==> src/rtl/crbm_pkg.sv <==
`timescale 1ns / 1ps
// ----------------------------------------------------------------------------
// crbm_pkg
// Shared widths, codes and the operation record passed from the classifier
// to the executor of the cartridge ROM bus mapper.
// ----------------------------------------------------------------------------
package crbm_pkg;

  localparam int unsigned CMD_W      = 2;
  localparam int unsigned ADDR_W     = 24;
  localparam int unsigned BYTE_W     = 8;
  localparam int unsigned SEL_W      = 4;
  localparam int unsigned OFF_W      = 22;
  localparam int unsigned SIZE_W     = 23;
  localparam int unsigned MODE_W     = 2;
  localparam int unsigned CFG_IDX_W  = 2;
  localparam int unsigned CFG_DATA_W = 23;

  localparam int unsigned ROM_BYTES_DEF  = 524288;
  localparam int unsigned FIFO_DEPTH_DEF = 2;
  localparam int unsigned MENU_BYTES     = 1024;
  localparam int unsigned MENU_AW        = 10;

  // menu table window 0x7000..0x73ff, trigger window 0x7400..0x740f
  localparam logic [OFF_W-MENU_AW-1:0] MENU_WIN = 12'h01c;
  localparam logic [OFF_W-SEL_W-1:0]   TRIG_WIN = 18'h00740;

  localparam logic [BYTE_W-1:0] BYTE_UNMAPPED = 8'hff;

  typedef enum logic [CMD_W-1:0] {
    CMD_LOAD_ROM  = 2'd0,
    CMD_LOAD_MENU = 2'd1,
    CMD_BUS_READ  = 2'd2,
    CMD_UNUSED    = 2'd3
  } cmd_e;

  typedef enum logic [MODE_W-1:0] {
    MODE_LOROM     = 2'd0,
    MODE_HIROM     = 2'd1,
    MODE_MENU      = 2'd2,
    MODE_LOROM_ALT = 2'd3
  } map_mode_e;

  typedef enum logic [CFG_IDX_W-1:0] {
    REG_MAP_MODE    = 2'd0,
    REG_ROM_SIZE    = 2'd1,
    REG_ENTRY_COUNT = 2'd2,
    REG_NONE        = 2'd3
  } cfg_reg_e;

  typedef enum logic [2:0] {
    OP_LOAD_ROM  = 3'd0,
    OP_LOAD_MENU = 3'd1,
    OP_RD_ROM    = 3'd2,
    OP_RD_MENU   = 3'd3,
    OP_RD_FF     = 3'd4,
    OP_SELECT    = 3'd5,
    OP_RD_BLANK  = 3'd6
  } op_kind_e;

  typedef struct packed {
    op_kind_e            kind;
    logic [OFF_W-1:0]    addr;
    logic [BYTE_W-1:0]   data;
    logic [SEL_W-1:0]    sel_idx;
  } op_t;

endpackage

==> src/rtl/crbm_fifo.sv <==
`timescale 1ns / 1ps
// ----------------------------------------------------------------------------
// crbm_fifo
// Small operation queue between the classifier and the executor.
// ----------------------------------------------------------------------------
module crbm_fifo #(
  parameter int unsigned DEPTH = crbm_pkg::FIFO_DEPTH_DEF
) (
  input  logic           clk_i,
  input  logic           rst_ni,
  input  logic           push_i,
  input  crbm_pkg::op_t  op_i,
  output logic           full_o,
  input  logic           pop_i,
  output crbm_pkg::op_t  op_o,
  output logic           empty_o
);
  import crbm_pkg::*;

  localparam int unsigned PTR_W = (DEPTH > 1) ? $clog2(DEPTH) : 1;
  localparam int unsigned CNT_W = $clog2(DEPTH + 1);
  localparam logic [PTR_W-1:0] PTR_LAST = PTR_W'(DEPTH - 1);
  localparam logic [CNT_W-1:0] CNT_FULL = CNT_W'(DEPTH);

  op_t              slot_q [DEPTH];
  logic [PTR_W-1:0] wr_ptr_q, wr_ptr_d, rd_ptr_q, rd_ptr_d;
  logic [CNT_W-1:0] cnt_q, cnt_d;

  assign full_o  = (cnt_q == CNT_FULL);
  assign empty_o = (cnt_q == '0);
  assign op_o    = slot_q[rd_ptr_q];

  always_comb begin
    wr_ptr_d = wr_ptr_q;
    rd_ptr_d = rd_ptr_q;
    cnt_d    = cnt_q;
    if (push_i) begin
      wr_ptr_d = (wr_ptr_q == PTR_LAST) ? '0 : wr_ptr_q + 1'b1;
    end
    if (pop_i) begin
      rd_ptr_d = (rd_ptr_q == PTR_LAST) ? '0 : rd_ptr_q + 1'b1;
    end
    if (push_i && !pop_i) begin
      cnt_d = cnt_q + 1'b1;
    end else if (pop_i && !push_i) begin
      cnt_d = cnt_q - 1'b1;
    end
  end

  always_ff @(posedge clk_i) begin
    if (push_i) begin
      slot_q[wr_ptr_q] <= op_i;
    end
  end

  always_ff @(posedge clk_i or negedge rst_ni) begin
    if (!rst_ni) begin
      wr_ptr_q <= '0;
      rd_ptr_q <= '0;
      cnt_q    <= '0;
    end else begin
      wr_ptr_q <= wr_ptr_d;
      rd_ptr_q <= rd_ptr_d;
      cnt_q    <= cnt_d;
    end
  end

  a_no_overflow: assert property (@(posedge clk_i) disable iff (!rst_ni)
    !(push_i && full_o))
    else $error("queue push while full");

  a_no_underflow: assert property (@(posedge clk_i) disable iff (!rst_ni)
    !(pop_i && empty_o))
    else $error("queue pop while empty");

endmodule

==> config.mk <==
export PLATFORM = sky130hd
export DESIGN_NAME = crbm_fifo
export DESIGN_NICKNAME = d
export VERILOG_FILES = /design/src/rtl/crbm_pkg.sv /design/src/rtl/crbm_fifo.sv
export SDC_FILE = /design/constraint.sdc
export NUM_CORES = 1
export LEC_CHECK = 0
export BUFFER_PORTS_ARGS = -buffer_cell sky130_fd_sc_hd__buf_2
export CORE_ASPECT_RATIO = 0.5
export CORE_UTILIZATION = 45
export DETAILED_ROUTE_END_ITERATION = 10
export PLACE_DENSITY_LB_ADDON = 0.05
export SETUP_SLACK_MARGIN = 0.4
export SLEW_MARGIN = 5
export SYNTH_ARGS = -nofsm -noshare
export SYNTH_HDL_FRONTEND = slang
export SYNTH_SLANG_ARGS = --single-unit
==> constraint.sdc <==
create_clock -name clk_i -period 2.3 [get_ports clk_i]
set_input_delay 0.345 -clock clk_i [delete_from_list [all_inputs] [get_ports clk_i]]
set_output_delay 0.345 -clock clk_i [all_outputs]
set_load 0.01 [all_outputs]
# == Word level (Yosys, flattened, before mapping) ==
# Memory sizes are Yosys's and may differ from the RTL's.
# Cells that the tools add are included.
# totals
reg_bits,4
ramBits,74
output_inout_bits,39
wordCells,21
mem_count,1
# memory_table
name,depth,width,rd,rd_ports_with_merged_regs,write_ports,line,rtl
slot_q,2,37,1,0,1,crbm_fifo.sv:25,op_t slot_q [DEPTH];
# op_classes
n_addsub,4
eq_ne,1
mux,6
reduce_logical,6
# op_table
operator,count
$mux 1,4
$mux 2,2
$add 1x1->1 const B,2
$add 2x1->2 const B,1
$eq 2x2->1 const B,1
$logic_and 1x1->1,2
$logic_not 1->1,2
$logic_not 2->1,1
$reduce_bool 2->1,1
$sub 2x1->2 const B,1

# == Depth between registers and ports, before layout ==
# Gate-level depths: netlist of the first run.
# depth
word_depth,4
ltp_mapped,5

# == Least setup slack after synthesis of the first run ==
# Ideal clock, no wire load.
# synth_path
path_type,register to register
from,register wr_ptr_q
to,"memory slot_q[0][0] (netlist name), enable pin"
setup_ns,0.436
arrival_time_ns,2.061
required_time_ns,1.864
path_slack_ns,-0.197
path_stages_with_launch,2
cell_sequence,dfrtp_1 -> nor2b_1
# synth_rtl
item,line,rtl
from (decl),crbm_fifo.sv:26,"logic [PTR_W-1:0] wr_ptr_q, wr_ptr_d, rd_ptr_q, rd_ptr_d;"
from (signal assigned),crbm_fifo.sv:62,wr_ptr_q <= wr_ptr_d;
to (decl),crbm_fifo.sv:25,
# No word-level cell before the write port.

==> impl_metrics.csv, run 1 <==
group,metric,value,unit
sta,slew_headroom,75.25,%
sta,rsz0062_at_grt,"no",
yosys,synth_fa_ha_area_share,0.4257,%
sta,setup_tns,0,ns
critical_path,reg2reg_slack,0.86,ns
global_route,antenna_found_initial,0,
cts,cts.sinks,78,
pwr,cellPowerDensity,1278,nW/µm²
yosys,netlist_area,2939,µm²
routing,ant_nets,0,
floorplan,die-area,6878,µm²
pwr,sw_frac_of_total,25.63,%
floorplan,die_w,116.3,µm
sta,max_clock_freq,555.1,MHz
cts,h-tree-depth,3,
critical_path,setup.worst_path.end_class,"primary output",
pwr,p_sw,1.249,mW
outcome,status,"finished clean",
yosys,synthXorXnorAreaFrac,1.490,%
yosys,yosys.area_share.simple,0.8940,%
sta,finalCriticalPeriod,1.802,ns
yosys,synth_top_family_by_area,"multiplexers",
critical_path,crit_fanout,18,
yosys,synth_compound_area_share,0,%
routing,viasPerCell,4.577,
yosys,yosysSeqAreaShare,79.01,%
yosys,synthMuxAreaShare,16.73,%
global_route,grt_pass1_wl,6699,µm
pwr,comb_power_share,27.8,%
routing,drtIter0Drc,62,
place,port_buffers,79,
cts,cts-buffers-inserted,9,
global_route,grt_pass1_vias,1390,
floorplan,coreArea,6181,µm²
finish,nFillCells,476,
critical_path,cp.required,1.96,ns
floorplan,initial_core_util,47.55,%
finish,nets,266,
place,dp_hpwl,3069,µm
cts,clk_pin_slew,0.06,ns
critical_path,cp-start-kind,"register",
critical_path,cp_cell_sequence,"buf_6 > mux2_2 > buf_2",
cts,cts_tree,"done",
floorplan,io_pins,80,
sta,worst_pin_slew,0.3705,ns
yosys,synthCells,131,
sta,final.setup_skew,0.002707,ns
min_path,min_path_type,"input pin to register",
critical_path,cpPeakStageDelay,0.38,ns
pwr,internal_power,3.623,mW
pwr,irDropWorstVdd,0.7101,mV
cts,clk_path_buf_depth,2,
place,place_congestion,0.6373,
routing,num_vias,1451,
floorplan,fp.dieH,59.15,µm
sta,setup_violations,0,
finish,drive_gt1_share,61.14,%
cts,cts-root-buf,"clkbuf_16",
routing,wl_per_cell,14.26,µm
job,maxCapViolCount,0,
sta,fin_crit_sh,78.33,%
finish,area_delta_synth_final,29.76,%
critical_path,arrival,1.46,ns
yosys,synth_cell_types,13,
routing,drc,0,
finish,diodes,0,
global_route,grt-ovfl-total,0,
routing,routed_wl,4522,µm
yosys,yosysWarnings,0,
yosys,syn_area_per_cell,22.44,µm²
sta,hold_viol,0,
sta,setup_ws,0.4985,ns
place,pre_cts_slack,0.7758,ns
global_route,track_usage,14.45,%
global_route,grt_start_max_net_pins,21,
pwr,p_leak,1.537,nW
routing,first_pass_iters,4,
yosys,yosys_register_bits,78,
critical_path,worstSetupPathType,"register to primary output",
yosys,syn_nets,173,
sta,finalMaxSlewViolations,0,
critical_path,critPathSlowestCell,"mux2_2",
pwr,pwr-share-clk,31.6,%
floorplan,rows,20,
pwr,sequentialPowerShare,40.7,%
cts,cts_setup_buffers,0,
cts,clkLatencyLatePin,0.33,ns
synth_stat cells:
cell,number,area share [%]
xnor2_1,1,0.30
edfxtp_1,74,76
nor2b_1,2,0.43
dfrtp_1,4,3.4
inv_1,1,0.13
xor2_1,4,1.2
buf_6,3,1.1
ha_1,1,0.43
mux2_2,17,6.5
mux2_4,20,10
nor2_1,2,0.26
buf_2,1,0.17
and2_1,1,0.21
cells in the final DEF (no fill, tap or decap), types with 2 or more instances in the layout:
master,count
buf_6,2
dfrtp_1,3
clkbuf_8,3
mux2_2,17
buf_4,4
buf_2,79
edfxtp_1,74
xor2_1,4
mux2_4,20
clkbuf_16,9
bufinv_16,2
nor2_1,2
power groups by stage:
stage / clock (mW) / combinational [mW] / sequential, mW
6_report: 1.54 / 1.35 / 1.98
5_1_grt: 1.64 / 1.47 / 2.01
4_1_cts: 1.58 / 1.37 / 1.98
3_5_place_dp: 0 / 1.36 / 2.01
3_3_place_gp: 0 / 1.36 / 2.00
2_1_floorplan: 0 / 0.944 / 1.99
logic make-up (layout without fill, tap and decap cells):
logic type	Yosys count	in the layout
simple gates	5	5
xor+xnor	5	5
fa+ha+maj	1	1
mux	37	37
flops	78	78
buf+inv	5	103
routing by layer:
| layer | up-vias | routed length (µm) | global-route usage, % |
|---|---|---|---|
| met2 | 55 | 2090 | 21.89 |
| met3 | 2 | 432 | 9.611 |
| met5 | - | 0 | 0 |
| met4 | 0 | 13 | 4.396 |
| met1 | 698 | 1986 | 16.76 |
| li1 | 696 | - | - |
cell type report:
type | instances | area, µm² | area share, %
Clock buffer | 13 | 270.3 | 7.087
Clock inverter | 3 | 65.06 | 1.706
Inverter | 1 | 3.754 | 0.09843
Multi-Input combinational cell | 48 | 583.1 | 15.29
Sequential cell | 78 | 2323 | 60.93
Tap cell | 88 | 110.1 | 2.887
Timing Repair Buffer | 86 | 457.9 | 12.01
sequential cells by signal (all words and copies together) (netlist names):
signal / count
wr_ptr_q: 1
cnt_q: 2
rd_ptr_q: 1
slot_q: 74
through the flow:
stage | cells | hold WS [ns] | utilization [%] | power (mW) | instance area, µm²
3_3_place_gp | 300 | 0.1664 | 55.99 | 3.359 | 3461
5_1_grt | 317 | 0.1810 | 61.70 | 5.118 | 3814
3_5_place_dp | 300 | 0.1629 | 55.99 | 3.375 | 3461
6_report | 317 | 0.1970 | 61.70 | 4.872 | 3814
2_1_floorplan | 131 | 0.04941 | - | 2.934 | 2942
4_1_cts | 317 | 0.1843 | 61.58 | 4.927 | 3806
critical path: cells and delay by family, from the launching register on:
family / cells / cell delay (ns)
mux: 1 / 0.38
flops: 1 / 0.37
buf+inv: 2 / 0.37
timing repair:
action | CTS | global route
hold endpoints to repair | 4 | 0
hold buffers | 1 | 0
setup endpoints to repair | 0 | 11
gates resized for setup | 0 | 2
path summary, 6_finish.rpt:
check | start | to | depth (start not counted)
setup / recovery | rd_ptr_q$_DFFE_PN0P_ | op_o[7] | 3
hold / removal | op_i[15] | slot_q[0][15]$_DFFE_PP_ | 1
setup reg to reg | wr_ptr_q$_DFFE_PN0P_ | slot_q[0][30]$_DFFE_PP_ | 2
hold reg to reg | cnt_q[1]$_DFFE_PN0P_ | cnt_q[1]$_DFFE_PN0P_ | 1
max in group asynchronous | rst_ni | rd_ptr_q$_DFFE_PN0P_ | 2
min in group asynchronous | rst_ni | rd_ptr_q$_DFFE_PN0P_ | 2
(Power assumes the default switching activity.)
==> run 2: changes to the inputs <==
Clock period 2.3 ns to 1.9 ns, I/O delays scaled along.
==> run 2 against run 1 <==
  * First-iteration DRC count fell by 23%
  * Power up 16%
  * Largest cell class unchanged
  * Worst hold slack worse by 0.050 ns
  * Cell area is 0.69% lower
  * Global-route usage down 0.22 points
  * Via count down 0.69%
  * Critical endpoint is now op_o[15]
  * Sequential share of layout area up 0.42 points
  * Wire length fell by 2.2%
  * Critical path depth is the same
  * Clock-buffer cell count down 4
  * Utilization fell by 0.43 points
  * Non-clock buffer count rose by 1
==> impl_metrics.csv, run 2 (same netlist as run 1, synthesis figures left out) <==
group,metric,value,unit
place,place_area,3486,µm²
place,dp_hpwl,3014,µm
critical_path,cp.required,1.62,ns
sta,whs,0.1472,ns
sta,final.setup_skew,0.003508,ns
critical_path,cpPeakStageDelay,0.40,ns
sta,worst_pin_slew,0.3417,ns
floorplan,initial_core_util,47.55,%
sta,setup_tns,0,ns
place,placed_cells,300,
cts,h-tree-depth,3,
critical_path,worstSetupPathType,"register to primary output",
floorplan,die_w,116.3,µm
critical_path,setup.worst_path.end_class,"primary output",
pwr,cellPowerDensity,1495,nW/µm²
sta,finalCriticalPeriod,1.704,ns
cts,clk_path_buf_depth,2,
floorplan,rows,20,
floorplan,die-area,6878,µm²
sta,fin_crit_sh,89.71,%
finish,top_register,"slot_q",
pwr,irDropWorstVdd,0.8672,mV
routing,ant_nets,0,
cts,cts_tree,"done",
outcome,status,"finished clean",
critical_path,critPathSlowestCell,"dfrtp_2",
sta,rsz0062_at_grt,"yes",
job,maxCapViolCount,0,
sta,setup_ws,0.1956,ns
routing,wl_per_cell,13.90,µm
cts,clk_pin_slew,0.05,ns
finish,diodes,0,
finish,nets,267,
routing,num_vias,1441,
sta,setup_violations,0,
finish,final_cells,318,
place,pre_cts_slack,0.4052,ns
finish,reg_top3,"slot_q (74), cnt_q (2)",
finish,largest_reg_flops,74,
global_route,grt_start_max_net_pins,23,
min_path,min_path_type,"input pin to register",
pwr,p_leak,1.522,nW
finish,finalInstanceArea,3787,µm²
critical_path,cp_cell_sequence,"buf_12 > mux2_2 > buf_2",
floorplan,fp.dieH,59.15,µm
cts,cts-root-buf,"clkbuf_16",
routing,drtIter0Drc,48,
sta,max_clock_freq,586.7,MHz
sta,slew_headroom,77.17,%
finish,layout_commonest_cell,"buf_2",
finish,area_delta_synth_final,28.86,%
floorplan,coreArea,6181,µm²
routing,routed_wl,4421,µm
cts,clkLatencyLatePin,0.32,ns
finish,final_cell_mix,"buf_2, edfxtp_1, mux2_4, mux2_2, clkbuf_16",
finish,regArea,2323,µm²
cts,cts.sinks,78,
cts,cts-buffers-inserted,9,
routing,drc,0,
critical_path,crit_fanout,21,
finish,drive_gt1_share,60.00,%
routing,first_pass_iters,3,
global_route,grt-ovfl-total,0,
global_route,antenna_found_initial,0,
finish,nFillCells,482,
place,port_buffers,79,
sta,hold_viol,0,
routing,viasPerCell,4.531,
global_route,track_usage,14.24,%
global_route,grt_pass1_vias,1417,
global_route,grt_pass1_wl,6679,µm
critical_path,arrival,1.42,ns
floorplan,io_pins,80,
place,place_congestion,0.6582,
critical_path,cp-start-kind,"register",
sta,finalMaxSlewViolations,0,
finish,multi_input_area,583.1,µm²
[run 2: cell count changes in the layout (fill, tap and decap cells not counted), sizes merged]
cell    change
bufinv      -1
buf         +1
clkinv      +5
clkbuf      -4
[run 2: per-layer routing]
metal	global-route usage [%]	vias up	wire length, µm
met5	0	-	0
li1	-	697	-
met4	8.242	0	47
met2	22.65	47	2137
met3	6.544	4	311
met1	16.12	693	1925
[run 2: what timing repair did]
item	4_1_cts	5_1_grt
pin swaps	0	0
resized for setup	1	0
hold buffers	1	0
setup buffers	1	0
endpoints found under the hold margin	4	0
endpoints found under the setup margin	37	37
[run 2: power breakdown]
part	leakage [nW]	internal [mW]	switching [mW]
Clock	0.139	0.991	0.580
Combinational	0.642	0.890	0.790
Sequential	0.740	2.29	0.119
Total	1.52	4.17	1.49
[run 2: per-stage QoR]
stage,utilization [%],power (mW)
floorplan,-,3.554
global route,61.28,5.945
global placement,56.40,4.114
finish,61.28,5.662
CTS,61.28,5.747
detailed placement,56.40,4.133
[run 2: critical path, delay by kind of cell, from the launching register on]
family	cells	cell delay [ns]
flops	1	0.40
mux	1	0.36
buf+inv	2	0.34
[run 2: final cells by class]
type / count / area share (%)
Sequential cell: 78 / 61.35
Multi-Input combinational cell: 48 / 15.39
Timing Repair Buffer: 87 / 12.85
Clock buffer: 9 / 5.946
Tap cell: 88 / 2.907
Clock inverter: 7 / 1.454
Inverter: 1 / 0.09911
[run 2: final timing paths]
| path | start | end | slack [ns] | depth (start not counted) |
|---|---|---|---|---|
| max | rd_ptr_q$_DFFE_PN0P_ | op_o[15] | 0.20 | 3 |
| min | op_i[32] | slot_q[1][32]$_DFFE_PP_ | 0.15 | 1 |
| max reg2reg | wr_ptr_q$_DFFE_PN0P_ | slot_q[0][8]$_DFFE_PP_ | 0.60 | 2 |
| min reg2reg | cnt_q[1]$_DFFE_PN0P_ | cnt_q[1]$_DFFE_PN0P_ | 0.50 | 1 |
| max in group asynchronous | rst_ni | rd_ptr_q$_DFFE_PN0P_ | 1.47 | 2 |
| min in group asynchronous | rst_ni | cnt_q[1]$_DFFE_PN0P_ | 0.30 | 2 |
==> run 3: changes to the inputs <==
Settings changed: CAP_MARGIN from default to 20, REMOVE_ABC_BUFFERS from default to 1.
==> run 3 against run 2 <==
  * Combinational power about the same
  * Utilization increased by 0.32 points
  * Cell area rose by 0.53%
  * Clock-buffer cell count increased by 7
  * Clock skew up 0.0012 ns
  * Via count increased by 0.49%
  * Setup slack worse by 0.0025 ns
  * Power grew 1.5%
  * Die area stayed put
  * Highest routed layer unchanged
==> impl_metrics.csv, run 3 (same netlist as run 1, synthesis figures left out) <==
group,metric,value,unit
outcome,status,"finished clean",
place,dp_hpwl,3189,µm
finish,final_cells,318,
critical_path,cpPeakStageDelay,0.40,ns
finish,diodes,0,
cts,postCtsResizedCells,0,
finish,regArea,2323,µm²
critical_path,rr_worst_depth,2,
routing,viasPerCell,4.553,
cts,cts.sinks,78,
cts,clkLatencyLatePin,0.33,ns
pwr,internal_power,4.218,mW
pwr,irDropWorstVdd,0.9128,mV
cts,clk_path_buf_depth,2,
finish,area_delta_synth_final,29.54,%
sta,finalCriticalPeriod,1.707,ns
cts,cts-buffers-inserted,9,
critical_path,r2r_end,"slot_q[1][24]$_DFFE_PP_",
pwr,sw_frac_of_total,26.60,%
finish,layout_commonest_cell,"buf_2",
floorplan,coreArea,6181,µm²
critical_path,cp_cell_sequence,"buf_12 > mux2_2 > buf_2",
critical_path,crit_path_start,"rd_ptr_q$_DFFE_PN0P_",
global_route,antenna_found_initial,0,
critical_path,cp.required,1.62,ns
routing,first_pass_iters,4,
global_route,grt_start_max_net_pins,26,
routing,wl_per_cell,14.86,µm
pwr,total_power,5.747,mW
pwr,p_sw,1.529,mW
floorplan,die_w,116.3,µm
routing,routed_wl,4727,µm
cts,h-tree-depth,3,
floorplan,die-area,6878,µm²
cts,cts-root-buf,"clkbuf_16",
sta,fin_crit_sh,89.84,%
finish,largest_reg_flops,74,
routing,ant_nets,0,
sta,rsz0062_at_grt,"yes",
global_route,grt_pass1_wl,7017,µm
critical_path,reg2reg_slack,0.53,ns
critical_path,worstSetupPathType,"register to primary output",
critical_path,setup.worst_path.end_class,"primary output",
global_route,track_usage,14.88,%
floorplan,initial_core_util,47.55,%
critical_path,worst-path-buf-inv,2,
global_route,grt_pass1_vias,1444,
critical_path,arrival,1.42,ns
cts,cts_tree,"done",
sta,hold_viol,0,
pwr,comb_power_share,29.8,%
min_path,min_path_type,"input pin to register",
sta,setup_violations,0,
sta,slew_headroom,70.79,%
finish,final_cell_mix,"buf_2, edfxtp_1, mux2_4, mux2_2, clkbuf_16",
finish,multi_input_area,583.1,µm²
place,placed_cells,300,
critical_path,critPathSlowestCell,"dfrtp_2",
routing,drtIter0Drc,67,
pwr,p_leak,1.528,nW
floorplan,fp.dieH,59.15,µm
global_route,grt-ovfl-total,0,
finish,nets,267,
finish,nFillCells,488,
floorplan,rows,20,
cts,clk_pin_slew,0.05,ns
critical_path,cp-start-kind,"register",
critical_path,crit_family,"flip-flops",
finish,drive_gt1_share,60.43,%
place,port_buffers,79,
floorplan,io_pins,80,
finish,top_register,"slot_q",
finish,reg_top3,"slot_q (74), cnt_q (2)",
critical_path,crit_fanout,21,
sta,max_clock_freq,585.9,MHz
critical_path,cp-endpoint,"op_o[23]",
sta,final.setup_skew,0.004685,ns
pwr,sequentialPowerShare,42.0,%
pwr,cellPowerDensity,1510,nW/µm²
sta,finalMaxSlewViolations,0,
pwr,pwr-share-clk,28.2,%
place,place_congestion,0.6392,
critical_path,crit-reg2reg-launch,"wr_ptr_q$_DFFE_PN0P_",
routing,drc,0,
job,maxCapViolCount,0,
critical_path,cp.depth,3,
sta,worst_pin_slew,0.4382,ns
routing,num_vias,1448,
==> run 3: power groups by stage <==
stage,sequential [mW],clock [mW],combinational (mW)
after global routing,2.45,1.75,1.85
after CTS,2.42,1.67,1.75
after floorplan,2.55,0,0.952
after global placement,2.46,0,1.68
after detailed placement,2.48,0,1.70
final,2.41,1.62,1.71
==> run 3: how the worst min path moves through the flow <==
stage | from | to | depth (start not counted) | slack, ns
final | op_i[16] | slot_q[0][16]$_DFFE_PP_ | 1 | 0.15
after global routing | op_i[8] | slot_q[1][8]$_DFFE_PP_ | 1 | 0.13
after CTS | op_i[8] | slot_q[1][8]$_DFFE_PP_ | 1 | 0.13
after detailed placement | rst_ni | cnt_q[0]$_DFFE_PN0P_ | 1 | 0.1
after global placement | rst_ni | wr_ptr_q$_DFFE_PN0P_ | 1 | 0.10
after floorplan | rst_ni | cnt_q[0]$_DFFE_PN0P_ | 0 | -0.01
==> run 3: what timing repair did <==
| item | CTS | global route |
|---|---|---|
| hold endpoints to repair | 4 | 0 |
| setup endpoints to repair | 37 | 37 |
| hold buffers | 1 | 0 |
| setup buffers | 1 | 0 |
==> run 3: area by class of cell <==
| class | instances | share of cell area (%) |
|---|---|---|
| sequential | 78 | 61.03 |
| multi-input combinational | 48 | 15.31 |
| timing repair buffer | 87 | 13.01 |
| clock buffer | 16 | 7.657 |
| tap | 88 | 2.892 |
| inverter | 1 | 0.09859 |
==> run 3: through the flow <==
step / setup WS [ns] / area (µm²) / TNS, ns / util (%) / hold WS, ns
2_1_floorplan: -0.5970 / 2900 / -25.52 / - / -0.01059
3_3_place_gp: 0.3751 / 3498 / 0 / 56.60 / 0.1009
3_5_place_dp: 0.3643 / 3498 / 0 / 56.60 / 0.09807
4_1_cts: 0.1658 / 3807 / 0 / 61.60 / 0.1286
5_1_grt: 0.1281 / 3807 / 0 / 61.60 / 0.1290
6_report: 0.1931 / 3807 / 0 / 61.60 / 0.1455
==> run 3: metal layers <==
metal	global-route usage, %	vias up	part of all wire (%)
met5	0	-	0
met3	7.464	3	6.9
met2	22.91	48	47
met1	17.82	699	45
li1	-	698	-
met4	6.593	0	0.72
