[src/rtl/crbm_pkg.sv]
`timescale 1ns / 1ps
// ----------------------------------------------------------------------------
// crbm_pkg
// Shared widths, codes and the operation record passed from the classifier
// to the executor of the cartridge ROM bus mapper.
// ----------------------------------------------------------------------------
package crbm_pkg;

  localparam int unsigned CMD_W      = 2;
  localparam int unsigned ADDR_W     = 24;
  localparam int unsigned BYTE_W     = 8;
  localparam int unsigned SEL_W      = 4;
  localparam int unsigned OFF_W      = 22;
  localparam int unsigned SIZE_W     = 23;
  localparam int unsigned MODE_W     = 2;
  localparam int unsigned CFG_IDX_W  = 2;
  localparam int unsigned CFG_DATA_W = 23;

  localparam int unsigned ROM_BYTES_DEF  = 524288;
  localparam int unsigned FIFO_DEPTH_DEF = 2;
  localparam int unsigned MENU_BYTES     = 1024;
  localparam int unsigned MENU_AW        = 10;

  // menu table window 0x7000..0x73ff, trigger window 0x7400..0x740f
  localparam logic [OFF_W-MENU_AW-1:0] MENU_WIN = 12'h01c;
  localparam logic [OFF_W-SEL_W-1:0]   TRIG_WIN = 18'h00740;

  localparam logic [BYTE_W-1:0] BYTE_UNMAPPED = 8'hff;

  typedef enum logic [CMD_W-1:0] {
    CMD_LOAD_ROM  = 2'd0,
    CMD_LOAD_MENU = 2'd1,
    CMD_BUS_READ  = 2'd2,
    CMD_UNUSED    = 2'd3
  } cmd_e;

  typedef enum logic [MODE_W-1:0] {
    MODE_LOROM     = 2'd0,
    MODE_HIROM     = 2'd1,
    MODE_MENU      = 2'd2,
    MODE_LOROM_ALT = 2'd3
  } map_mode_e;

  typedef enum logic [CFG_IDX_W-1:0] {
    REG_MAP_MODE    = 2'd0,
    REG_ROM_SIZE    = 2'd1,
    REG_ENTRY_COUNT = 2'd2,
    REG_NONE        = 2'd3
  } cfg_reg_e;

  typedef enum logic [2:0] {
    OP_LOAD_ROM  = 3'd0,
    OP_LOAD_MENU = 3'd1,
    OP_RD_ROM    = 3'd2,
    OP_RD_MENU   = 3'd3,
    OP_RD_FF     = 3'd4,
    OP_SELECT    = 3'd5,
    OP_RD_BLANK  = 3'd6
  } op_kind_e;

  typedef struct packed {
    op_kind_e            kind;
    logic [OFF_W-1:0]    addr;
    logic [BYTE_W-1:0]   data;
    logic [SEL_W-1:0]    sel_idx;
  } op_t;

endpackage

[src/rtl/crbm_if.sv]
`timescale 1ns / 1ps
// ----------------------------------------------------------------------------
// crbm channel interfaces
// Command, result and register write channels with valid/ready handshake.
// ----------------------------------------------------------------------------
interface crbm_in_if;
  import crbm_pkg::*;
  logic                valid;
  logic                ready;
  logic [CMD_W-1:0]    command;
  logic [ADDR_W-1:0]   address;
  logic [BYTE_W-1:0]   load_data;
  modport source (output valid, output command, output address, output load_data,
                  input ready);
  modport sink   (input valid, input command, input address, input load_data,
                  output ready);
endinterface


interface crbm_cfg_if;
  import crbm_pkg::*;
  logic                  valid;
  logic                  ready;
  logic [CFG_IDX_W-1:0]  addr;
  logic [CFG_DATA_W-1:0] data;
  modport source (output valid, output addr, output data, input ready);
  modport sink   (input valid, input addr, input data, output ready);
endinterface

[src/rtl/crbm_front.sv]
`timescale 1ns / 1ps
// ----------------------------------------------------------------------------
// crbm_front
// Takes commands and register writes, maps bus addresses and classifies each
// load and bus read into an executor operation; unused commands are dropped.
// ----------------------------------------------------------------------------
module crbm_front (
  input  logic           clk_i,
  input  logic           rst_ni,
  crbm_in_if.sink        in_ch,
  crbm_cfg_if.sink       cfg_ch,
  input  logic           full_i,
  output logic           push_o,
  output crbm_pkg::op_t  op_o
);
  import crbm_pkg::*;

  logic [MODE_W-1:0] map_mode_q, map_mode_d;
  logic [SIZE_W-1:0] rom_size_q, rom_size_d;
  logic [SEL_W-1:0]  entry_count_q, entry_count_d;
  logic              sel_done_q, sel_done_d;

  logic [7:0]        bank;
  logic [OFF_W-1:0]  off;
  logic              hirom, menu, in_menu_win, in_trig, in_rom, accept;

  assign cfg_ch.ready = 1'b1;
  assign in_ch.ready  = !full_i;
  assign accept       = in_ch.valid && !full_i;

  always_comb begin
    map_mode_d    = map_mode_q;
    rom_size_d    = rom_size_q;
    entry_count_d = entry_count_q;
    if (cfg_ch.valid) begin
      case (cfg_reg_e'(cfg_ch.addr))
        REG_MAP_MODE:    map_mode_d    = cfg_ch.data[MODE_W-1:0];
        REG_ROM_SIZE:    rom_size_d    = cfg_ch.data[SIZE_W-1:0];
        REG_ENTRY_COUNT: entry_count_d = cfg_ch.data[SEL_W-1:0];
        default:         ;
      endcase
    end
  end

  assign bank  = in_ch.address[ADDR_W-1:16];
  assign hirom = (map_mode_e'(map_mode_q) == MODE_HIROM);
  assign menu  = (map_mode_e'(map_mode_q) == MODE_MENU);
  assign off   = hirom ? {bank[5:0], in_ch.address[15:0]}
                       : {bank[6:0], in_ch.address[14:0]};

  assign in_menu_win = menu && (off[OFF_W-1:MENU_AW] == MENU_WIN);
  assign in_trig     = menu && (off[OFF_W-1:SEL_W] == TRIG_WIN)
                       && (off[SEL_W-1:0] < entry_count_q);
  assign in_rom      = ({1'b0, off} < rom_size_q);

  always_comb begin
    push_o       = 1'b0;
    op_o.kind    = OP_RD_BLANK;
    op_o.addr    = off;
    op_o.data    = in_ch.load_data;
    op_o.sel_idx = '0;
    case (cmd_e'(in_ch.command))
      CMD_LOAD_ROM: begin
        push_o    = accept;
        op_o.kind = OP_LOAD_ROM;
        op_o.addr = in_ch.address[OFF_W-1:0];
      end
      CMD_LOAD_MENU: begin
        push_o    = accept;
        op_o.kind = OP_LOAD_MENU;
        op_o.addr = in_ch.address[OFF_W-1:0];
      end
      CMD_BUS_READ: begin
        push_o = accept;
        if (menu && sel_done_q) begin
          op_o.kind = OP_RD_BLANK;
        end else if (in_menu_win) begin
          op_o.kind = OP_RD_MENU;
        end else if (in_trig) begin
          op_o.kind    = OP_SELECT;
          op_o.sel_idx = off[SEL_W-1:0];
        end else if (in_rom) begin
          op_o.kind = OP_RD_ROM;
        end else begin
          op_o.kind = OP_RD_FF;
        end
      end
      default: ;
    endcase
  end

  assign sel_done_d = sel_done_q || (push_o && op_o.kind == OP_SELECT);

  always_ff @(posedge clk_i or negedge rst_ni) begin
    if (!rst_ni) begin
      map_mode_q    <= '0;
      rom_size_q    <= '0;
      entry_count_q <= '0;
      sel_done_q    <= 1'b0;
    end else begin
      map_mode_q    <= map_mode_d;
      rom_size_q    <= rom_size_d;
      entry_count_q <= entry_count_d;
      sel_done_q    <= sel_done_d;
    end
  end

  // once a selection is latched in menu mode no further selection is issued
  a_no_second_select: assert property (@(posedge clk_i) disable iff (!rst_ni)
    (menu && sel_done_q) |-> !(push_o && op_o.kind == OP_SELECT))
    else $error("second menu selection issued");

  a_sel_done_cause: assert property (@(posedge clk_i) disable iff (!rst_ni)
    $rose(sel_done_q) |-> $past(push_o && op_o.kind == OP_SELECT))
    else $error("selection latched without a selection read");

endmodule

[src/flat_wrapper.sv]
// flat-port wrapper written by rule: the top's interface ports become plain ports
module crbm_front_flat import crbm_pkg::*;
  (clk_i, rst_ni, full_i, push_o, op_o, in_ch_valid, in_ch_command, in_ch_address, in_ch_load_data, in_ch_ready, cfg_ch_valid, cfg_ch_addr, cfg_ch_data, cfg_ch_ready);
  crbm_in_if in_ch_i ();
  crbm_cfg_if cfg_ch_i ();
  input  logic clk_i;
  input  logic rst_ni;
  input  logic full_i;
  output logic push_o;
  output crbm_pkg::op_t op_o;
  input wire logic [$bits(in_ch_i.valid)-1:0] in_ch_valid;
  input wire logic [$bits(in_ch_i.command)-1:0] in_ch_command;
  input wire logic [$bits(in_ch_i.address)-1:0] in_ch_address;
  input wire logic [$bits(in_ch_i.load_data)-1:0] in_ch_load_data;
  output wire logic [$bits(in_ch_i.ready)-1:0] in_ch_ready;
  input wire logic [$bits(cfg_ch_i.valid)-1:0] cfg_ch_valid;
  input wire logic [$bits(cfg_ch_i.addr)-1:0] cfg_ch_addr;
  input wire logic [$bits(cfg_ch_i.data)-1:0] cfg_ch_data;
  output wire logic [$bits(cfg_ch_i.ready)-1:0] cfg_ch_ready;
  assign in_ch_i.valid = in_ch_valid;
  assign in_ch_i.command = in_ch_command;
  assign in_ch_i.address = in_ch_address;
  assign in_ch_i.load_data = in_ch_load_data;
  assign in_ch_ready = in_ch_i.ready;
  assign cfg_ch_i.valid = cfg_ch_valid;
  assign cfg_ch_i.addr = cfg_ch_addr;
  assign cfg_ch_i.data = cfg_ch_data;
  assign cfg_ch_ready = cfg_ch_i.ready;
  crbm_front u_core (.clk_i(clk_i), .rst_ni(rst_ni), .in_ch(in_ch_i), .cfg_ch(cfg_ch_i), .full_i(full_i), .push_o(push_o), .op_o(op_o));
endmodule
[config.mk]
export PLATFORM = sky130hd
export DESIGN_NAME = crbm_front_flat
export DESIGN_NICKNAME = d
export VERILOG_FILES = /design/src/rtl/crbm_pkg.sv /design/src/rtl/crbm_if.sv /design/src/rtl/crbm_front.sv /design/src/flat_wrapper.sv
export SDC_FILE = /design/constraint.sdc
export NUM_CORES = 1
export LEC_CHECK = 0
export BUFFER_PORTS_ARGS = -buffer_cell sky130_fd_sc_hd__buf_2
export CAP_MARGIN = 15
export CORE_MARGIN = 8
export CORE_UTILIZATION = 47
export CTS_CLUSTER_SIZE = 10
export DETAILED_ROUTE_END_ITERATION = 10
export MAX_ROUTING_LAYER = met4
export PLACE_DENSITY_LB_ADDON = 0.3
export SLEW_MARGIN = 15
export SYNTH_ARGS = -nofsm -noshare
export SYNTH_HDL_FRONTEND = slang
export SYNTH_SLANG_ARGS = --single-unit
[constraint.sdc]
create_clock -name clk_i -period 2.6 [get_ports clk_i]
set_clock_uncertainty 0.1 [all_clocks]
set_input_delay 0.26 -clock clk_i [delete_from_list [all_inputs] [get_ports clk_i]]
set_output_delay 0.26 -clock clk_i [all_outputs]
set_load 0.05 [all_outputs]
======== Word-level counts from Yosys, hierarchy flattened ========
Index checks and enable logic that the tools add are counted.
Widths: inputs -> output; s select.
word-level totals
  register bits after elaboration ......... 30
  latch bits .............................. 0
  RAM bits ................................ 0
  ROM bits ................................ 0
  memories ................................ 0
cells by class
  add/sub/neg operators ................... 0
  multiply operators ...................... 0
  divide/modulo/power cells ............... 0
  order comparisons ....................... 2
  equality and inequality tests ........... 9
  shift-type cells ........................ 0
  mux-type cells .......................... 12
  bitwise logic cells ..................... 0
  reduce and logical (&&, ||, !) cells .... 15
operators with widths
  operator              count
  $mux 22               2
  $lt 22x23->1          1
  $eq 18x11->1 const B  1
  $mux 4                4
  $eq 12x5->1 const B   1
  $mux 3                4
  $pmux 3 s3            1
  $eq 2x1->1 const B    3
  $eq 2x2->1 const B    3
  $logic_and 1x1->1     6
  $reduce_and 2->1      3
  $logic_not 2->1       2
  $lt 4x4->1            1
  $eq 3x3->1 const B    1
  $reduce_or 3->1       1
  $reduce_or 2->1       1
  $logic_not 1->1       1
  $logic_or 1x1->1      1
  $mux 1                1

======== Depth between registers and ports, before layout ========
Gate-level depths: netlist of the first run.
  word-level depth ........................ 12
  mapped depth ............................ 10
  gate-level depth less buffers ........... 9

======== Least setup slack after synthesis of the first run ========
OpenSTA, ideal clock, no wires.
  path kind ............................... reg-to-output
  from .................................... reg u_core.map_mode_q[1]
  to ...................................... out op_o[35] (netlist bit)
  arrival ................................. 2611 ps
  path slack .............................. -371 ps
  stages on the path, launching flop included .. 11
  cells stage by stage .................... dfrtp_1 nand2b_1 buf_4 mux2_2 ha_1 a21o_1 nand3_1 o211a_1 a2bb2oi_1 a31oi_1 a21oi_1
RTL lines
  element                 line                source
  from (decl)             crbm_front.sv:18    logic [MODE_W-1:0] map_mode_q, map_mode_d;
  from (signal assigned)  crbm_front.sv:101   map_mode_q <= map_mode_d;
  to (decl)               flat_wrapper.sv:10  output crbm_pkg::op_t op_o;

==> flow_summary.ini, run 1 <==
[yosys]
ys_ff_latch = 30
syn-mean-instance-area_um2 = 10.17
synth_nets = 312
ys_top_cells_by_count = mux2_2, dfrtp_1, inv_1, buf_4, ha_1
async_reset_ff_share_pct = 100.0
synthTopCellsByArea = dfrtp_1, mux2_2, ha_1
synthFlopType = dfrtp_1
yosysTopAreaCell = dfrtp_1
syn_inst = 224
ys_warn_count = 0
synth_edf_count = 0
syn_area_um2 = 2278
synth_top_area_share_pct = 32.95
synth_cell_types = 35
synth-seq-area-share_pct = 32.95
synth.most_common_cell = mux2_2

[final_layout]
finish.instance_area_um2 = 2895
area_growth_pct = 27.07
insertedDiodeCount = 0
nNetsFinal = 388
drive_above_1_share_pct = 53.82
final_cells = 355

[routing]
route.detailed.drc = 0
postRouteAntennaNets = 0
routed_wl_um = 5456
route.vias.total = 1813
drt_iter0_drc = 31
first_pass_iters = 4
avgViaCountPerCell = 5.107
routedWlPerCell_um = 15.37

[placement]
hpwlAfterDp_um = 4431
port_buffers = 85
place_congestion = 0.7533
place_inst = 342
placed_area_um2 = 2680

[clock_network]
h-tree-depth = 2
clk_latency_ns = 0.28
cts.clk_slew.worst_paths_ns = 0.07
clk_path_buf_depth = 2
numCtsBuffers = 5
clkSinkCount = 30
cts_tree = yes
cts-root-buf = clkbuf_8

[outcome]
violations = negative setup slack
status = finished, violations left

[floorplan]
initial_core_util_pct = 48.56
ioPinCount = 104
dieHeight_um = 85.63
die_w_um = 85.63
rows = 25
coreArea_um2 = 4692
dieArea_um2 = 7332

[timing]
min_period_ns = 2.962
slew_headroom_pct = 54.52
tightest_slew_ns = 0.6822
setup_violations = 2
finalCritPeriodShare_pct = 113.9
slew_violations = 0
worst_hold_slack_ns = 0.1024
fin_ws_ns = -0.3617
finalHoldViolCount = 0
rsz0062_at_grt = true
fmax_ghz = 0.3376

[worst_setup_path]
reg2reg_slack_ns = 0.82
cp-startpoint = u_core.map_mode_q[1]$_DFFE_PN0P_
reg2regPathDepth = 6
worstSetupEndpoint = op_o[35]
r2r_end = u_core.sel_done_q$_DFF_PN0_
startpoint_type = flop
path_cells = nand2b_4 > mux2_4 > ha_4 > nand4_1 > buf_4 > nor4_4 > a2bb2oi_2 > a31oi_2 > buf_4 > a21oi_2 > buf_6
slowest_delay_ns = 0.38
crit_buf_inv = 3
crit_cells = 11
worstReg2RegStart = u_core.map_mode_q[1]$_DFFE_PN0P_
required_ns = 2.24
end_kind = primary output
crit_arrival_ns = 2.60
crit_family = simple AND/OR/NAND/NOR gates
crit_type = reg -> out
path_common_cell = buf_4
crit_fanout = 8
crit_path_top_delay_cell = dfrtp_1

[pwr]
ir_worst_vdd_v = 0.0003119
power.total_w = 0.001715
p_leak_nw = 1.491
power_density_nw_per_um2 = 592.3

[grt]
grt_max_degree = 31
gr-usage-all-layers_pct = 15.62
grt_first_pass_wirelength_um = 8838
antenna_found_initial = 0
grt_pass1_vias = 1905
overflow = 0

[hold_path]
hold_path_class = in -> reg
min_path_cells = 2

[run]
maxCapViolCount = 0
[sequential cells by signal (all words and copies together) (netlist names)]
signal / flops
u_core.sel_done_q: 1
u_core.entry_count_q: 4
u_core.rom_size_q: 23
u_core.map_mode_q: 2
[through the flow]
stage	TNS (ns)	util, %	worst slack [ns]
after CTS	-0.7542	60.19	-0.4106
after global placement	-0.2782	57.12	-0.1395
after floorplan	-0.01818	-	-0.01510
after detailed placement	-0.2988	57.12	-0.1542
after global routing	-0.9218	61.71	-0.4724
final	-0.7017	61.71	-0.3617
[how the worst min path moves through the flow]
stage	start	to	slack [ns]
final	cfg_ch_data[13]	u_core.rom_size_q[13]$_DFFE_PN0P_	0.10
after global routing	cfg_ch_data[11]	u_core.rom_size_q[11]$_DFFE_PN0P_	0.09
after CTS	cfg_ch_data[13]	u_core.rom_size_q[13]$_DFFE_PN0P_	0.09
after detailed placement	rst_ni	u_core.rom_size_q[4]$_DFFE_PN0P_	0.26
after global placement	rst_ni	u_core.rom_size_q[4]$_DFFE_PN0P_	0.23
after floorplan	rst_ni	u_core.entry_count_q[0]$_DFFE_PN0P_	-0.14
[cells in the final DEF, fill, tap and decap left out, types with 2 or more instances in the layout]
cell type,n
a21o_1,3
a21oi_1,10
a21oi_2,2
and2_1,4
buf_2,79
buf_4,11
clkbuf_4,4
clkbuf_8,6
dfrtp_1,30
ha_1,20
ha_4,4
inv_1,28
mux2_2,38
mux2_4,5
nand2_1,5
nand2b_1,3
nand3_1,3
nand3b_1,2
nand4_1,7
nor2_1,3
nor3_1,2
nor3b_1,2
nor4_1,2
o21ai_0,4
[metal layers]
metal,global-route usage [%],part of all wire (%),vias to the layer above
met1,16.82,43,838
met5,-,0,-
li1,-,-,915
met4,5.732,1.4,0
met3,4.107,5.7,10
met2,27.01,50,50
[cells by family after synthesis]
logic type | share of synthesized area, %
compound gates | 7.853
fa+ha+maj | 13.18
buf+inv | 13.45
flops | 32.95
mux | 21.25
other cells | 0.1646
simple gates | 11.15
[area by class of cell]
cell class	instances	area (um2)
multi-input cells	138	1333
clock buffers	6	82.58
repair buffers	97	544.3
well taps	54	67.56
flip-flops and latches	30	750.7
fillers	395	1797
clock inverters	2	12.51
inverters	28	105.1
[worst reg2reg max path, cell delays in order (launching register included)]
cell and delay [ns]:
dfrtp_1 0.38, buf_4 0.14, nor2b_1 0.15, a21oi_1 0.34, inv_1 0.10, nor3_1 0.29, a41o_2 0.23
[power breakdown]
part           switching, W  internal, W
clock              0.000184     0.000212
sequential        0.0000417     0.000552
combinational      0.000387     0.000338
total              0.000612      0.00110
[timing repair]
item | 4_1_cts | 5_1_grt
gates resized for setup | 7 | 11
pin swaps | 4 | 9
endpoints found under the hold margin | 30 | 0
endpoints found under the setup margin | 2 | 6
buffers inserted | 2 | 2
hold buffers | 1 | 0
(Power assumes the default switching activity.)
==> run 2: changes to the inputs <==
CORE_UTILIZATION = 40   (was 47)
==> run 2 against run 1 <==
Against the previous run:
- the flow still finishes with violations (negative setup slack)
- via count down 0.22%
- cell count up 4.5%
- setup slack got worse by 0.015 ns
- power is 0.75% lower
- die area up 14%
- fmax is 0.52% lower
- critical endpoint unchanged
- largest cell class unchanged
==> flow_summary.ini, run 2 (synthesized netlist as in run 1, its figures left out) <==
[clock_network]
numCtsBuffers = 5
clk_path_buf_depth = 2
cts_tree = yes
h-tree-depth = 2
cts.clk_slew.worst_paths_ns = 0.07
clk_latency_ns = 0.28
cts-root-buf = clkbuf_8
clkSinkCount = 30

[worst_setup_path]
crit_fanout = 8
startpoint_type = flop
end_kind = primary output
crit_arrival_ns = 2.62
reg2reg_slack_ns = 0.84
required_ns = 2.24
crit_type = reg -> out

[routing]
first_pass_iters = 4
avgViaCountPerCell = 4.876
drt_iter0_drc = 28
route.detailed.drc = 0
postRouteAntennaNets = 0
route.vias.total = 1809
routedWlPerCell_um = 15.08
routed_wl_um = 5595

[timing]
finalCritPeriodShare_pct = 114.5
fin_ws_ns = -0.3772
fmax_ghz = 0.3359
finalHoldViolCount = 0
rsz0062_at_grt = true
tightest_slew_ns = 0.6799
slew_headroom_pct = 54.68
setup_violations = 2
slew_violations = 0
min_period_ns = 2.977

[final_layout]
area_growth_pct = 27.57
drive_above_1_share_pct = 53.51
mostFrequentLayoutCells = buf_2, mux2_2, dfrtp_1, inv_1, ha_1
seq_area_um2 = 750.7
reg.largest.list = u_core.rom_size_q x23, u_core.entry_count_q x4, u_core.map_mode_q x2
regMostFlops = u_core.rom_size_q
fill_cells = 527
nNetsFinal = 386
multi_input_area_um2 = 1340
largest_reg_flops = 23
final_common_cell = buf_2
insertedDiodeCount = 0
final_cells = 371

[grt]
overflow = 0
grt_max_degree = 31
grt_first_pass_wirelength_um = 9321
antenna_found_initial = 0
grt_pass1_vias = 1989
gr-usage-all-layers_pct = 13.93

[floorplan]
ioPinCount = 104
coreArea_um2 = 5507
initial_core_util_pct = 41.38
rows = 27
dieArea_um2 = 8367
die_w_um = 91.47
dieHeight_um = 91.47

[pwr]
power.total_w = 0.001702
ir_worst_vdd_v = 0.0002979
p_leak_nw = 1.476
power_density_nw_per_um2 = 585.6

[run]
maxCapViolCount = 0

[placement]
dp_slack_ns = -0.1129
place_inst = 359
place_congestion = 0.7609
hpwlAfterDp_um = 4500
port_buffers = 85

[outcome]
status = finished, violations left
violations = negative setup slack

[hold_path]
hold_path_class = in -> reg
run 2: path summary, 6_finish.rpt:
path / start / endpoint / depth (start not counted)
worst max-delay path: u_core.map_mode_q[0]$_DFFE_PN0P_ / op_o[35] / 11
max in group asynchronous: rst_ni / u_core.rom_size_q[21]$_DFFE_PN0P_ / 2
min in group asynchronous: rst_ni / u_core.rom_size_q[4]$_DFFE_PN0P_ / 2
worst max register to register: u_core.map_mode_q[1]$_DFFE_PN0P_ / u_core.sel_done_q$_DFF_PN0_ / 7
worst min-delay path: cfg_ch_data[17] / u_core.rom_size_q[17]$_DFFE_PN0P_ / 2
worst min register to register: u_core.sel_done_q$_DFF_PN0_ / u_core.sel_done_q$_DFF_PN0_ / 1
run 2: metrics by stage:
stage / cell area, um2 / hold slack [ns] / TNS [ns] / util [%]
after global placement: 2695 / 0.2301 / -0.1821 / 48.94
after detailed placement: 2695 / 0.2433 / -0.2257 / 48.94
after CTS: 2820 / 0.09267 / -0.7006 / 51.22
final: 2907 / 0.09886 / -0.7083 / 52.78
after floorplan: 2340 / -0.1356 / -0.01818 / -
after global routing: 2907 / 0.1034 / -1.099 / 52.78
run 2: routing by layer:
layer / vias up / global-route usage, % / wire length [um]
li1: 910 / - / -
met5: - / - / 0
met4: 0 / 5.048 / 88
met1: 851 / 14.77 / 2410
met2: 43 / 23.95 / 2774
met3: 5 / 4.115 / 321
run 2: where the power goes:
part,switching (W),leakage (nW),internal (W)
clock network,0.000179,0.0482,0.000213
logic,0.000384,1.07,0.000331
registers,0.0000423,0.357,0.000553
run 2: repair_timing:
item | 4_1_cts | 5_1_grt
gates resized for setup | 7 | 13
setup endpoints to repair | 2 | 6
pin swaps | 2 | 7
setup buffers | 0 | 3
endpoints found under the hold margin | 30 | 0
hold buffers | 1 | 0
run 2: critical path, cell delays in order (launching register included):
cell       delay [ns]
dfrtp_1          0.41
nand2b_4         0.16
mux2_2           0.37
ha_1             0.27
nand4_1          0.12
buf_4            0.17
nor4_2           0.13
a2bb2oi_1        0.09
a31oi_1          0.23
buf_4            0.15
a21oi_2          0.06
buf_6            0.17
run 2: cell type report:
class                           count  share of cell area, %
Clock buffer                        7                  2.970
Sequential cell                    30                  25.83
Clock inverter                      1                 0.1722
Tap cell                           72                  3.099
Timing Repair Buffer               95                  18.21
Inverter                           28                  3.616
Multi-Input combinational cell    138                  46.10
==> run 3: changes to the inputs <==
ABC_AREA = 1   (was not set)
==> run 3 against run 2 <==
Against the previous run:
- the flow still finishes with violations (negative setup slack)
- final area is 5.8% higher
- sequential share of layout area is 1.4 points lower
- die area is 4.7% higher
- area after synthesis is 5.7% higher
- critical path type unchanged
- highest routed layer unchanged
==> flow_summary.ini, run 3 <==
[yosys]
ys_warn_count = 0
async_reset_ff_share_pct = 100.0
synth_nets = 433
synthTopCellsByArea = dfrtp_1, ha_1, nand2_1
synthFlopType = dfrtp_1
synth_cell_types = 25
syn-mean-instance-area_um2 = 6.978
synth_edf_count = 0
syn_area_um2 = 2407
synth.most_common_cell = nand2_1
synth-seq-area-share_pct = 31.19
ys_top_cells_by_count = nand2_1, inv_1, nor2_1, dfrtp_1, a21oi_1
syn_inst = 345
yosysTopAreaCell = dfrtp_1
synth_top_area_share_pct = 31.19
ys_ff_latch = 30

[pwr]
power_density_nw_per_um2 = 569.1
ir_worst_vdd_v = 0.0002522
p_leak_nw = 1.783

[outcome]
status = finished, violations left
violations = negative setup slack

[timing]
fin_ws_ns = -0.09570
slew_headroom_pct = 54.55
fmax_ghz = 0.3710
finalCritPeriodShare_pct = 103.7
min_period_ns = 2.696
slew_violations = 0
rsz0062_at_grt = true
worst_hold_slack_ns = 0.1164
finalHoldViolCount = 0
setup_violations = 2
tightest_slew_ns = 0.6817

[worst_setup_path]
crit_fanout = 5
reg2reg_slack_ns = 0.42
startpoint_type = flop
required_ns = 2.24
crit_type = reg -> out
crit_arrival_ns = 2.34
end_kind = primary output

[placement]
dp_slack_ns = -0.001430
placed_area_um2 = 2750
port_buffers = 85
place_congestion = 0.8212
hpwlAfterDp_um = 4960

[floorplan]
rows = 28
coreArea_um2 = 5886
dieArea_um2 = 8756
initial_core_util_pct = 40.90
die_w_um = 93.58
dieHeight_um = 93.58
ioPinCount = 104

[grt]
grt_max_degree = 46
antenna_found_initial = 0
gr-usage-all-layers_pct = 14.68
grt_pass1_vias = 2351
overflow = 0
grt_first_pass_wirelength_um = 10250

[clock_network]
clkSinkCount = 30
clk_path_buf_depth = 2
numCtsBuffers = 5
cts-root-buf = clkbuf_8
cts_tree = yes
cts.clk_slew.worst_paths_ns = 0.06
clk_latency_ns = 0.28
h-tree-depth = 2

[routing]
first_pass_iters = 4
postRouteAntennaNets = 0
routedWlPerCell_um = 12.78
avgViaCountPerCell = 4.610
route.vias.total = 2296
routed_wl_um = 6365
route.detailed.drc = 0
drt_iter0_drc = 65

[run]
maxCapViolCount = 0

[final_layout]
mostFrequentLayoutCells = buf_2, nand2_1, inv_1, nor2_1, dfrtp_1
insertedDiodeCount = 0
finish.instance_area_um2 = 3075
largest_reg_flops = 23
final_common_cell = buf_2
drive_above_1_share_pct = 34.28
regMostFlops = u_core.rom_size_q
reg.largest.list = u_core.rom_size_q x23, u_core.entry_count_q x4, u_core.map_mode_q x2
nNetsFinal = 510
area_growth_pct = 27.75

[hold_path]
hold_path_class = in -> reg
==> run 3: cell types whose count changed in the layout (fill, tap and decap cells not counted), sizes merged, moves of 8 or more <==
cell	before	now
a21oi	12	28
buf	90	98
inv	28	65
mux2	43	1
nand2	5	84
nand3	3	15
nor2	4	39
o21ai	4	17
==> run 3: report_power, final <==
part	total, W	switching (W)	leakage, nW	internal [W]
Combinational	0.000734	0.000459	1.39	0.000275
Sequential	0.000576	0.0000368	0.338	0.000539
Clock	0.000440	0.000173	0.0575	0.000267
Total	0.00175	0.000669	1.78	0.00108
==> run 3: final cells by class <==
cell class                 instances  area (um2)
tap                               75       93.84
timing repair buffer             100       569.3
sequential                        30       752.0
inverter                          65       246.5
multi-input combinational        220        1304
fill                             586        2810
clock buffer                       8       110.1
==> run 3: path summary, 6_finish.rpt <==
| check | cells past startpoint | startpoint | endpoint |
|---|---|---|---|
| max | 16 | u_core.map_mode_q[0]$_DFFE_PN0P_ | op_o[36] |
| min | 2 | cfg_ch_data[22] | u_core.rom_size_q[22]$_DFFE_PN0P_ |
| max reg2reg | 18 | u_core.map_mode_q[0]$_DFFE_PN0P_ | u_core.sel_done_q$_DFF_PN0_ |
| min reg2reg | 2 | u_core.sel_done_q$_DFF_PN0_ | u_core.sel_done_q$_DFF_PN0_ |
| max in group asynchronous | 2 | rst_ni | u_core.map_mode_q[0]$_DFFE_PN0P_ |
| min in group asynchronous | 2 | rst_ni | u_core.rom_size_q[18]$_DFFE_PN0P_ |
==> run 3: worst max-delay path: stages, from the launching register on <==
cell and delay (ns):
dfrtp_2 0.46, buf_4 0.15, nand3_1 0.08, nand2_2 0.09, inv_1 0.05, ha_1 0.28, nand2_1 0.06, inv_2 0.06
nand2_1 0.05, a21oi_1 0.12, nor2_1 0.05, nand2_1 0.06, nor2_1 0.03, nand2_1 0.06, nand2_2 0.08, a21oi_2 0.18
buf_6 0.18
==> run 3: cell families (layout without fill, tap and decap cells) <==
logic type,count (synthesis),in the layout,synth area share (%)
flip-flops,30,30,31.19
AO/OA/AOI/OAI,48,48,10.24
AND/OR/NAND/NOR,146,146,26.61
adder cells (fa/ha/maj),24,24,12.47
buffers and inverters,95,173,18.87
multiplexers,1,1,0.4677
other,1,1,0.1558
==> run 3: routing by layer <==
metal / global-route usage (%) / vias up / share of wire (%)
met3: 3.285 / 15 / 6.3
met1: 15.89 / 1021 / 41
li1: - / 1200 / -
met5: - / - / 0
met4: 6.341 / 0 / 2.2
met2: 25.26 / 60 / 51
==> run 3: repair_timing <==
action                     CTS  global route
pin swaps                   14             7
hold endpoints to repair    30             0
buffers inserted             8             2
gates resized for setup     26            15
hold buffers                 1             0
setup endpoints to repair    2             6
==> run 3: metrics by stage <==
stage	TNS [ns]	total power [W]	cells	utilization [%]
2_1_floorplan	-0.04356	0.001077	345	-
3_5_place_dp	-0.001430	0.001208	479	46.73
3_3_place_gp	0	0.001185	479	46.73
4_1_cts	-0.1054	0.001735	496	51.36
6_report	-0.1758	0.001750	498	52.25
5_1_grt	-0.8004	0.001880	498	52.25
